File: src/sv/hav_pkg.sv
package hav_pkg;

  // CORDIC datapath: inputs are scaled by 2^16, angles are in 2^-16 degree
  localparam int CW     = 36;
  localparam int ZW     = 27;
  localparam int ACC_W  = ZW - 8;
  localparam int ANG_W  = 24;

  localparam logic [15:0]        UNIT_ONE         = 16'd32768;
  localparam logic signed [16:0] US_PER_SIXTEENTH = 17'sd62500;
  localparam logic signed [16:0] INV_GAIN         = 17'sd39797;
  localparam logic signed [ZW-1:0] HALF_TURN      = 27'sd11796480;

  localparam logic CMD_SAMPLE  = 1'b0;
  localparam logic CMD_RESTART = 1'b1;

  typedef logic [1:0] cfg_idx_t;
  localparam cfg_idx_t CFG_GYRO_WEIGHT    = 2'd0;
  localparam cfg_idx_t CFG_VELOCITY_ALPHA = 2'd1;
  localparam cfg_idx_t CFG_ACCEL_Z_ALPHA  = 2'd2;

  typedef struct packed {
    logic               command;
    logic signed [15:0] accel_x;
    logic signed [15:0] accel_y;
    logic signed [15:0] accel_z;
    logic signed [15:0] gyro_x;
    logic signed [15:0] gyro_y;
    logic signed [15:0] gyro_z;
    logic [15:0]        step_time;
    logic               flow_valid;
    logic signed [15:0] flow_vel_x;
    logic signed [15:0] flow_vel_y;
  } sample_t;

  typedef struct packed {
    logic signed [23:0] roll_angle;
    logic signed [23:0] pitch_angle;
    logic signed [15:0] yaw_rate;
    logic signed [15:0] smoothed_accel_z;
    logic signed [15:0] smoothed_vel_x;
    logic signed [15:0] smoothed_vel_y;
    logic               flow_healthy;
  } result_t;

  typedef struct packed {
    cfg_idx_t    index;
    logic [15:0] value;
  } cfg_t;

  typedef struct packed {
    logic                 start;
    logic signed [CW-1:0] x;
    logic signed [CW-1:0] y;
  } cordic_req_t;

  typedef struct packed {
    logic                 done;
    logic signed [ZW-1:0] angle;
    logic signed [CW-1:0] mag;
  } cordic_rsp_t;

  // atan(2^-i) in 2^-16 degree
  function automatic logic signed [ZW-1:0] atan_entry(input logic [4:0] idx);
    logic signed [ZW-1:0] v;
    unique case (idx)
      5'd0:    v = 27'sd2949120;
      5'd1:    v = 27'sd1740967;
      5'd2:    v = 27'sd919879;
      5'd3:    v = 27'sd466945;
      5'd4:    v = 27'sd234379;
      5'd5:    v = 27'sd117304;
      5'd6:    v = 27'sd58665;
      5'd7:    v = 27'sd29335;
      5'd8:    v = 27'sd14668;
      5'd9:    v = 27'sd7334;
      5'd10:   v = 27'sd3667;
      5'd11:   v = 27'sd1833;
      5'd12:   v = 27'sd917;
      5'd13:   v = 27'sd458;
      5'd14:   v = 27'sd229;
      5'd15:   v = 27'sd115;
      5'd16:   v = 27'sd57;
      5'd17:   v = 27'sd29;
      5'd18:   v = 27'sd14;
      5'd19:   v = 27'sd7;
      5'd20:   v = 27'sd4;
      5'd21:   v = 27'sd2;
      5'd22:   v = 27'sd1;
      default: v = '0;
    endcase
    return v;
  endfunction

  function automatic logic [15:0] clamp_unit(input logic [15:0] r);
    return (r > UNIT_ONE) ? UNIT_ONE : r;
  endfunction

endpackage

File: src/sv/hav_cordic.sv
module hav_cordic import hav_pkg::*; #(
  parameter int STEPS = 16
) (
  input  logic        clk_i,
  input  logic        rst_ni,
  input  cordic_req_t req_i,
  output cordic_rsp_t rsp_o
);

  localparam int CNTW = $clog2(STEPS);
  localparam logic [CNTW-1:0] LAST = CNTW'(STEPS - 1);

  localparam logic [1:0] C_IDLE = 2'd0;
  localparam logic [1:0] C_ITER = 2'd1;
  localparam logic [1:0] C_MUL  = 2'd2;
  localparam logic [1:0] C_DONE = 2'd3;

  logic [1:0]            state_q, state_d;
  logic [CNTW-1:0]       cnt_q;
  logic signed [CW-1:0]  x_q, y_q;
  logic signed [ZW-1:0]  z_q;
  logic                  zero_q;
  logic signed [CW+16:0] prod_q;

  logic signed [CW-1:0]  dx, dy;
  logic signed [ZW-1:0]  step_ang;

  assign dx       = y_q >>> cnt_q;
  assign dy       = x_q >>> cnt_q;
  assign step_ang = atan_entry(5'(cnt_q));

  always_comb begin
    state_d = state_q;
    unique case (state_q)
      C_IDLE: if (req_i.start) state_d = C_ITER;
      C_ITER: if (cnt_q == LAST) state_d = C_MUL;
      C_MUL:  state_d = C_DONE;
      // a new pass may start while the previous result is shown
      C_DONE: state_d = req_i.start ? C_ITER : C_IDLE;
      default: state_d = C_IDLE;
    endcase
  end

  always_ff @(posedge clk_i or negedge rst_ni) begin
    if (!rst_ni) begin
      state_q <= C_IDLE;
    end else begin
      state_q <= state_d;
    end
  end

  always_ff @(posedge clk_i) begin
    case (state_q)
      C_IDLE, C_DONE: begin
        cnt_q  <= '0;
        zero_q <= (req_i.x == '0) && (req_i.y == '0);
        // left half plane: rotate by half a turn first
        if (req_i.x[CW-1]) begin
          x_q <= -req_i.x;
          y_q <= -req_i.y;
          z_q <= req_i.y[CW-1] ? -HALF_TURN : HALF_TURN;
        end else begin
          x_q <= req_i.x;
          y_q <= req_i.y;
          z_q <= '0;
        end
      end
      C_ITER: begin
        cnt_q <= cnt_q + 1'b1;
        if (!y_q[CW-1]) begin
          x_q <= x_q + dx;
          y_q <= y_q - dy;
          z_q <= z_q + step_ang;
        end else begin
          x_q <= x_q - dx;
          y_q <= y_q + dy;
          z_q <= z_q - step_ang;
        end
      end
      C_MUL: prod_q <= x_q * INV_GAIN;
      default: ;
    endcase
  end

  assign rsp_o.done  = (state_q == C_DONE);
  assign rsp_o.angle = zero_q ? '0 : z_q;
  assign rsp_o.mag   = zero_q ? '0 : prod_q[CW+15:16];

endmodule

File: config.mk
export PLATFORM = sky130hd
export DESIGN_NAME = hav_cordic
export DESIGN_NICKNAME = d
export VERILOG_FILES = /design/src/sv/hav_pkg.sv /design/src/sv/hav_cordic.sv
export SDC_FILE = /design/constraint.sdc
export NUM_CORES = 2
export LEC_CHECK = 0
export BUFFER_PORTS_ARGS = -buffer_cell sky130_fd_sc_hd__buf_4
export CORE_ASPECT_RATIO = 1.75
export CORE_MARGIN = 2
export CORE_UTILIZATION = 50
export DETAILED_ROUTE_END_ITERATION = 6
export GPL_TIMING_DRIVEN = 0
export PLACE_DENSITY = 0.67
export SLEW_MARGIN = 20
export SYNTH_ARGS = -nofsm -noshare
export SYNTH_HDL_FRONTEND = slang
export SYNTH_SLANG_ARGS = --single-unit
export TNS_END_PERCENT = 50
File: constraint.sdc
create_clock -name clk_i -period 8.55 [get_ports clk_i]
set_input_delay 0.4275 -clock clk_i [delete_from_list [all_inputs] [get_ports clk_i]]
set_output_delay 0.4275 -clock clk_i [all_outputs]
set_load 0.005 [all_outputs]
## Word-level counts from Yosys, hierarchy flattened

Memory sizes are Yosys's and may differ from the RTL's. A register that Yosys moved wholly into a read port is not among the register bits.
Index checks and enable logic that the tools add are counted.

- $add $sub $neg: 9
- Multiply operators: 1
- Equal/unequal tests: 6
- Shifts and indexed selects: 2
- Mux-type cells: 18
- Reductions and logical operators: 7

Operator list:

| operator | number |
|---|---|
| 36-bit 2-to-1 mux | 5 |
| 36-bit one-hot mux with 2 select lines | 2 |
| 27-bit 2-to-1 mux | 4 |
| 36-bit adder | 2 |
| 36-bit zero test | 2 |
| 36-bit negator | 2 |
| 36-bit by 4-bit >>> shifter with 36-bit output | 2 |
| 36-bit subtractor | 2 |
| 27-bit one-hot mux with 2 select lines | 1 |
| 36-bit by 17-bit multiplier with 52-bit output, second input constant | 1 |
| 27-bit adder | 1 |
| 27-bit subtractor | 1 |
| 2-bit one-hot mux with 4 select lines | 1 |
| 4-bit one-hot mux with 2 select lines | 1 |
| 4-bit by 1-bit adder with 4-bit output, second input constant | 1 |
| 2-bit == test, second input constant | 2 |
| 4-bit == test, second input constant | 1 |
| 2-bit 2-to-1 mux | 2 |
| 4-bit 2-to-1 mux | 1 |
| 2-bit inequality test, second input constant | 2 |
| 2-bit by 1-bit == test with 1-bit output, second input constant | 1 |
| 2-bit zero test | 1 |
| 2-bit AND reduction | 1 |
| 2-bit nonzero test | 1 |
| 3 further kinds | 3 |

- Bits in registers: 158
- Memory bits (read-only): 352
- Input port bits: 75
- Logic and storage cells: 51
- Memories kept: 1

Memory list:

| memory | words | bits a word | read ports | clocked after Yosys merged registers in | write ports | line | text |
|---|---|---|---|---|---|---|---|
| (name not given) | 16 | 22 | 1 | 1 | 0 | hav_pkg.sv:66 | `unique case (idx)` |

## Logic depth before layout (Yosys ltp)

- Depth in word-level cells: 4
- Depth in mapped cells: 29
- Mapped depth without buffers: 23

## Least setup slack after synthesis

Ideal clock, no wire load.

- Path type: register to register
- Start: register cnt_q[2]
- End: register x_q[35], data pin
- Setup time: 254 ps
- Data arrival time: 6004 ps
- Path slack: 2293 ps
- Stages on the path, launching flop included: 27
- Path buffers: 8
- Period minus slack after synthesis: 6257 ps
- Path through: edfxtp_1 clkbuf_1 clkbuf_1 buf_1 clkbuf_1 buf_1 clkbuf_1 buf_1 o21a_1 ha_1 inv_1 a211oi_1 and3_1 nor2_1 xor2_1 ha_1 and3_1 clkbuf_1 and2_1 a221o_1 a311oi_1 o21ai_0 a31o_2 a41oi_1 a21oi_1 xnor3_1 a21o_1

- Word-level cells in the longest chain between the ends: 4
- Elaborated cells between the ends (all ways): 5

RTL lines:

| element | line | text |
|---|---|---|
| start, declared | hav_cordic.sv:19 | `logic [CNTW-1:0] cnt_q;` |
| start signal, assigned | hav_cordic.sv:69 | `cnt_q <= cnt_q + 1'b1;` |
| 36-bit by 4-bit >>> shifter with 36-bit output (*) | hav_cordic.sv:28 | `assign dx = y_q >>> cnt_q;` |
| 36-bit adder / 36-bit subtractor (equally long branches) | hav_cordic.sv:71, hav_cordic.sv:75 |  |
| 36-bit 2-to-1 mux (*) | hav_cordic.sv:70 | `if (!y_q[CW-1]) begin` |
| 36-bit one-hot mux with 2 select lines (*) | hav_cordic.sv:53 | `case (state_q)` |
| end signal, assigned | hav_cordic.sv:59 | `x_q <= -req_i.x;` |
| end signal, assigned | hav_cordic.sv:71 | `x_q <= x_q + dx;` |
| end signal, assigned | hav_cordic.sv:75 | `x_q <= x_q - dx;` |
| end, declared | hav_cordic.sv:20 | `logic signed [CW-1:0] x_q, y_q;` |

Every way passes the cells marked *; elsewhere a longest branch is shown, timed or not.
A chain may end at the register's enable or synchronous reset.

## Worst setup path after layout

- Start: register cnt_q[2]
- End: register y_q[34], data pin

- Word-level cells in the longest chain between the ends: 4
- Elaborated cells between the ends (all ways): 5

RTL lines:

| element | line | text |
|---|---|---|
| 36-bit by 4-bit >>> shifter with 36-bit output (*) | hav_cordic.sv:29 | `assign dy = x_q >>> cnt_q;` |
| 36-bit subtractor / 36-bit adder (equally long branches) | hav_cordic.sv:72, hav_cordic.sv:76 |  |
| 36-bit 2-to-1 mux (*) | hav_cordic.sv:70 |  |
| 36-bit one-hot mux with 2 select lines (*) | hav_cordic.sv:53 |  |
| end signal, assigned | hav_cordic.sv:60 | `y_q <= -req_i.y;` |
| end signal, assigned | hav_cordic.sv:72 | `y_q <= y_q - dy;` |
| end signal, assigned | hav_cordic.sv:76 | `y_q <= y_q + dy;` |
| end, declared | hav_cordic.sv:20 |  |

Marked as above.

==> results.rst <==
.. list-table::
   :header-rows: 1

   * - Metric
     - Value
   * - TritonCTS clock tree
     - done
   * - I/O pin count
     - 139
   * - Post-layout instance count excluding filler cells
     - 4315
   * - Critical setup path kind
     - register to register
   * - Post-route clock period utilization
     - 97.3%
   * - Worst EP arrival
     - 8.53 ns
   * - Gp weighted congestion
     - 1.02
   * - Maximum number of pins on one net before global-route repair
     - 63
   * - DRT Pass-1 Iters
     - 5
   * - Maximum number of buffers from clock root to sink
     - 2
   * - Post-synthesis register bit count
     - 164
   * - Count of final max-slew check failures
     - 0
   * - Endpoint type of the worst setup path
     - register
   * - DIE WIDTH
     - 190 um
   * - Clock Skew
     - 0.0160 ns
   * - CORE AREA
     - 60000 um^2
   * - Vias in the first global route
     - 27400
   * - List of most frequent post-synthesis cells
     - sky130_fd_sc_hd__inv_1, sky130_fd_sc_hd__ha_1, sky130_fd_sc_hd__fa_1
   * - Final setup margin
     - 0.235 ns
   * - Final nets
     - 4219
   * - Number of enable-type register cells in the synthesized netlist
     - 140
   * - Count of endpoints failing setup in the final report
     - 0
   * - Post-synth cell types
     - 82
   * - Sink Count
     - 164
   * - Proportion of layout cells with a drive suffix above 1
     - 9.46%
   * - Routed len/inst
     - 24.2 um
   * - Syn Inst Count
     - 3357
   * - Die height
     - 329 um
   * - Post-detailed-placement half-perimeter wirelength
     - 84.6 mm
   * - Fraction of registers with async set/reset
     - 1.22%
   * - Die area
     - 62400 um^2
   * - Insertion delay of the later-clocked pin in the worst-skew pair
     - 0.50 ns
   * - Total global routing overflow
     - 0
   * - Critical path peak fanout
     - 10
   * - Reg2Reg Setup Slack
     - 0.23 ns
   * - Routed via count
     - 26000
   * - Category of the worst setup path launch point
     - register
   * - Number of antenna violations at the first check in global routing
     - 2
   * - Net count after synthesis
     - 4060
   * - Mean instance size in the synthesized netlist
     - 8.99 um^2
   * - CTS Root Cell
     - sky130_fd_sc_hd__clkbuf_16
   * - Global-route total usage across every layer
     - 33.9%
   * - Actual transition at the worst max-transition pin
     - 1.17 ns
   * - Antenna diode count
     - 0
   * - End point of the critical path
     - y_q[34]
   * - Mean number of vias per cell
     - 6.02
   * - Startpoint of the worst setup timing path
     - cnt_q[2]
   * - H-tree levels
     - 4
   * - Synth top area share
     - 18.4%
   * - Library cell with the largest summed area after synthesis
     - sky130_fd_sc_hd__fa_1
   * - Wire length of the first global-routing pass
     - 157 mm
   * - Main synth FF type
     - sky130_fd_sc_hd__edfxtp_1
   * - Series of cell instances along the critical path
     - inv_1, clkbuf_1, buf_1, clkbuf_1, buf_1, clkbuf_1, o311ai_0, o21ai_0, xnor2_1, ha_1, o21ai_0, o21ai_0, a31oi_1, o2111ai_1, nand4_1, a31oi_1, or4_1, a31o_2, xnor2_1, mux2i_1
   * - Post-synthesis to final-layout area growth
     - 9.13%
   * - DRC marker count from the first detailed-route iteration
     - 1517
   * - DRC violation count after routing
     - 0
   * - Initial Util
     - 50.3%
   * - Crit-path max cell delay
     - 0.75 ns
   * - Cell at the slowest stage of the critical path
     - sky130_fd_sc_hd__clkbuf_1
   * - WP depth
     - 20
   * - Residual antenna-violating net count after detailed routing
     - 0
   * - Buffer and inverter count on the worst path
     - 6
   * - Final worst path period need
     - 8.32 ns
   * - Unrepaired setup endpoints after global routing
     - no
   * - Fraction of the yosys area taken by sequential cells
     - 15.5%
   * - Clock edge transition at the registers on the reported setup and hold paths
     - 0.09 ns
   * - Total of fill cells in the finished design
     - 5675
   * - Most numerous cell in the Yosys netlist
     - sky130_fd_sc_hd__inv_1
   * - Upper clock frequency limit
     - 0.120 GHz
   * - Area of the mapped netlist
     - 30200 um^2
   * - Cell family with the largest share of critical-path delay
     - buffers and inverters
   * - Biggest area contributors in the synthesized netlist
     - sky130_fd_sc_hd__fa_1, sky130_fd_sc_hd__ha_1, sky130_fd_sc_hd__edfxtp_1, sky130_fd_sc_hd__inv_1, sky130_fd_sc_hd__mux4_2
   * - Type of the most critical hold path
     - input pin to register
   * - Placed Instances
     - 4284
   * - Number of buffers added by the clock tree synthesis step
     - 17
   * - Reg2Reg Launch Point
     - cnt_q[2]
   * - Post-placement setup slack
     - -1.54 ns
   * - Number of port buffers
     - 137
   * - Relative slew slack
     - 22.2%
   * - Max-cap viol count
     - 0
   * - Row count
     - 119
   * - Synth warnings
     - 0
   * - Number of failing hold endpoints at the final stage
     - 0
   * - Total wire length
     - 104 mm
   * - Endpoint of the worst-slack reg-to-reg timing path
     - y_q[34]
   * - Worst r2r path cells
     - 20
   * - Status
     - finished clean
   * - Endpoint required time on the critical path
     - 8.77 ns
==> through the flow <==
stage	TNS [ns]	cell area [um^2]	hold WS [ns]	util, %
finish	0	33000	0.255	54.9
global route	0	33000	0.280	54.9
CTS	0	32900	0.241	54.9
detailed placement	-38.77	32300	0.244	53.8
global placement	-44.12	32200	0.241	53.7
floorplan	0	30200	0.132	-
==> sequential cells by signal, summed over array words and instances (netlist names) <==
register / flops
cnt_q: 4
prod_q: 36
state_q: 2
step_ang: 22
x_q: 36
y_q: 36
z_q: 27
zero_q: 1
==> kinds of logic after synthesis <==
kind of cell,after synthesis,share of synthesized area [%]
buf+inv,612,7.75
fa+ha+maj,628,32.9
simple gates,789,12.8
xor+xnor,260,7.63
compound gates,753,15.6
mux,151,7.66
flops,164,15.5
==> worst min-delay path by stage <==
stage / startpoint / to / slack [ns] / cells after the start
floorplan: rst_ni / state_q[0] / 0.13 / 0
finish: req_i[72] / state_q[0] / 0.26 / 3
detailed placement: rst_ni / state_q[0] / 0.24 / 1
global placement: rst_ni / state_q[0] / 0.24 / 1
CTS: req_i[72] / state_q[0] / 0.24 / 3
global route: req_i[72] / state_q[0] / 0.28 / 3
==> placed cells by master, fill, tap and decap left out, drive strengths merged, types with 28 or more instances in the layout <==
master	n
fa	277
edfxtp	140
o21ai	141
nor2	192
o31ai	28
nand2b	29
ha	351
buf	185
o21a	37
mux2	31
mux4	61
and3	30
a21o	78
nand3	42
mux2i	59
nand2	232
inv	505
clkbuf	87
a21oi	259
xor2	102
xnor2	156
nor3	35
nor2b	84
a31oi	39
and2	40
==> repair_timing <==
action,4_1_cts,5_1_grt
hold buffers,1,0
endpoints found under the hold margin,2,0
buffers inserted,0,0
setup endpoints to repair,45,9
gates cloned,0,0
gates resized for setup,6,8
==> final cells by class <==
cell class | instances | area (um^2) | area share, %
Multi-Input combinational cell | 2581 | 23200 | 70.3
Sequential cell | 164 | 4690 | 14.2
Inverter | 496 | 1870 | 5.67
Timing Repair Buffer | 142 | 1110 | 3.37
Tap cell | 786 | 983 | 2.98
Buffer | 114 | 503 | 1.53
Clock buffer | 19 | 475 | 1.44
Clock inverter | 13 | 145 | 0.440
==> per-layer routing <==
| layer | global-route usage [%] | wire [um] |
|---|---|---|
| met4 | 24.0 | 8300 |
| met1 | 35.6 | 37200 |
| met3 | 4.35 | 4950 |
| met2 | 62.0 | 54000 |
| met5 | 0 | 24 |
==> tightest hold or removal path: cells and delay by family <==
family	cells	cell delay (ns)
AOI/OAI and AO/OA	2	0.19
buffers and inverters	1	0.09
Power is not shown: default switching activity piles up to over one toggle a cycle in this logic, so the estimate is an artifact.
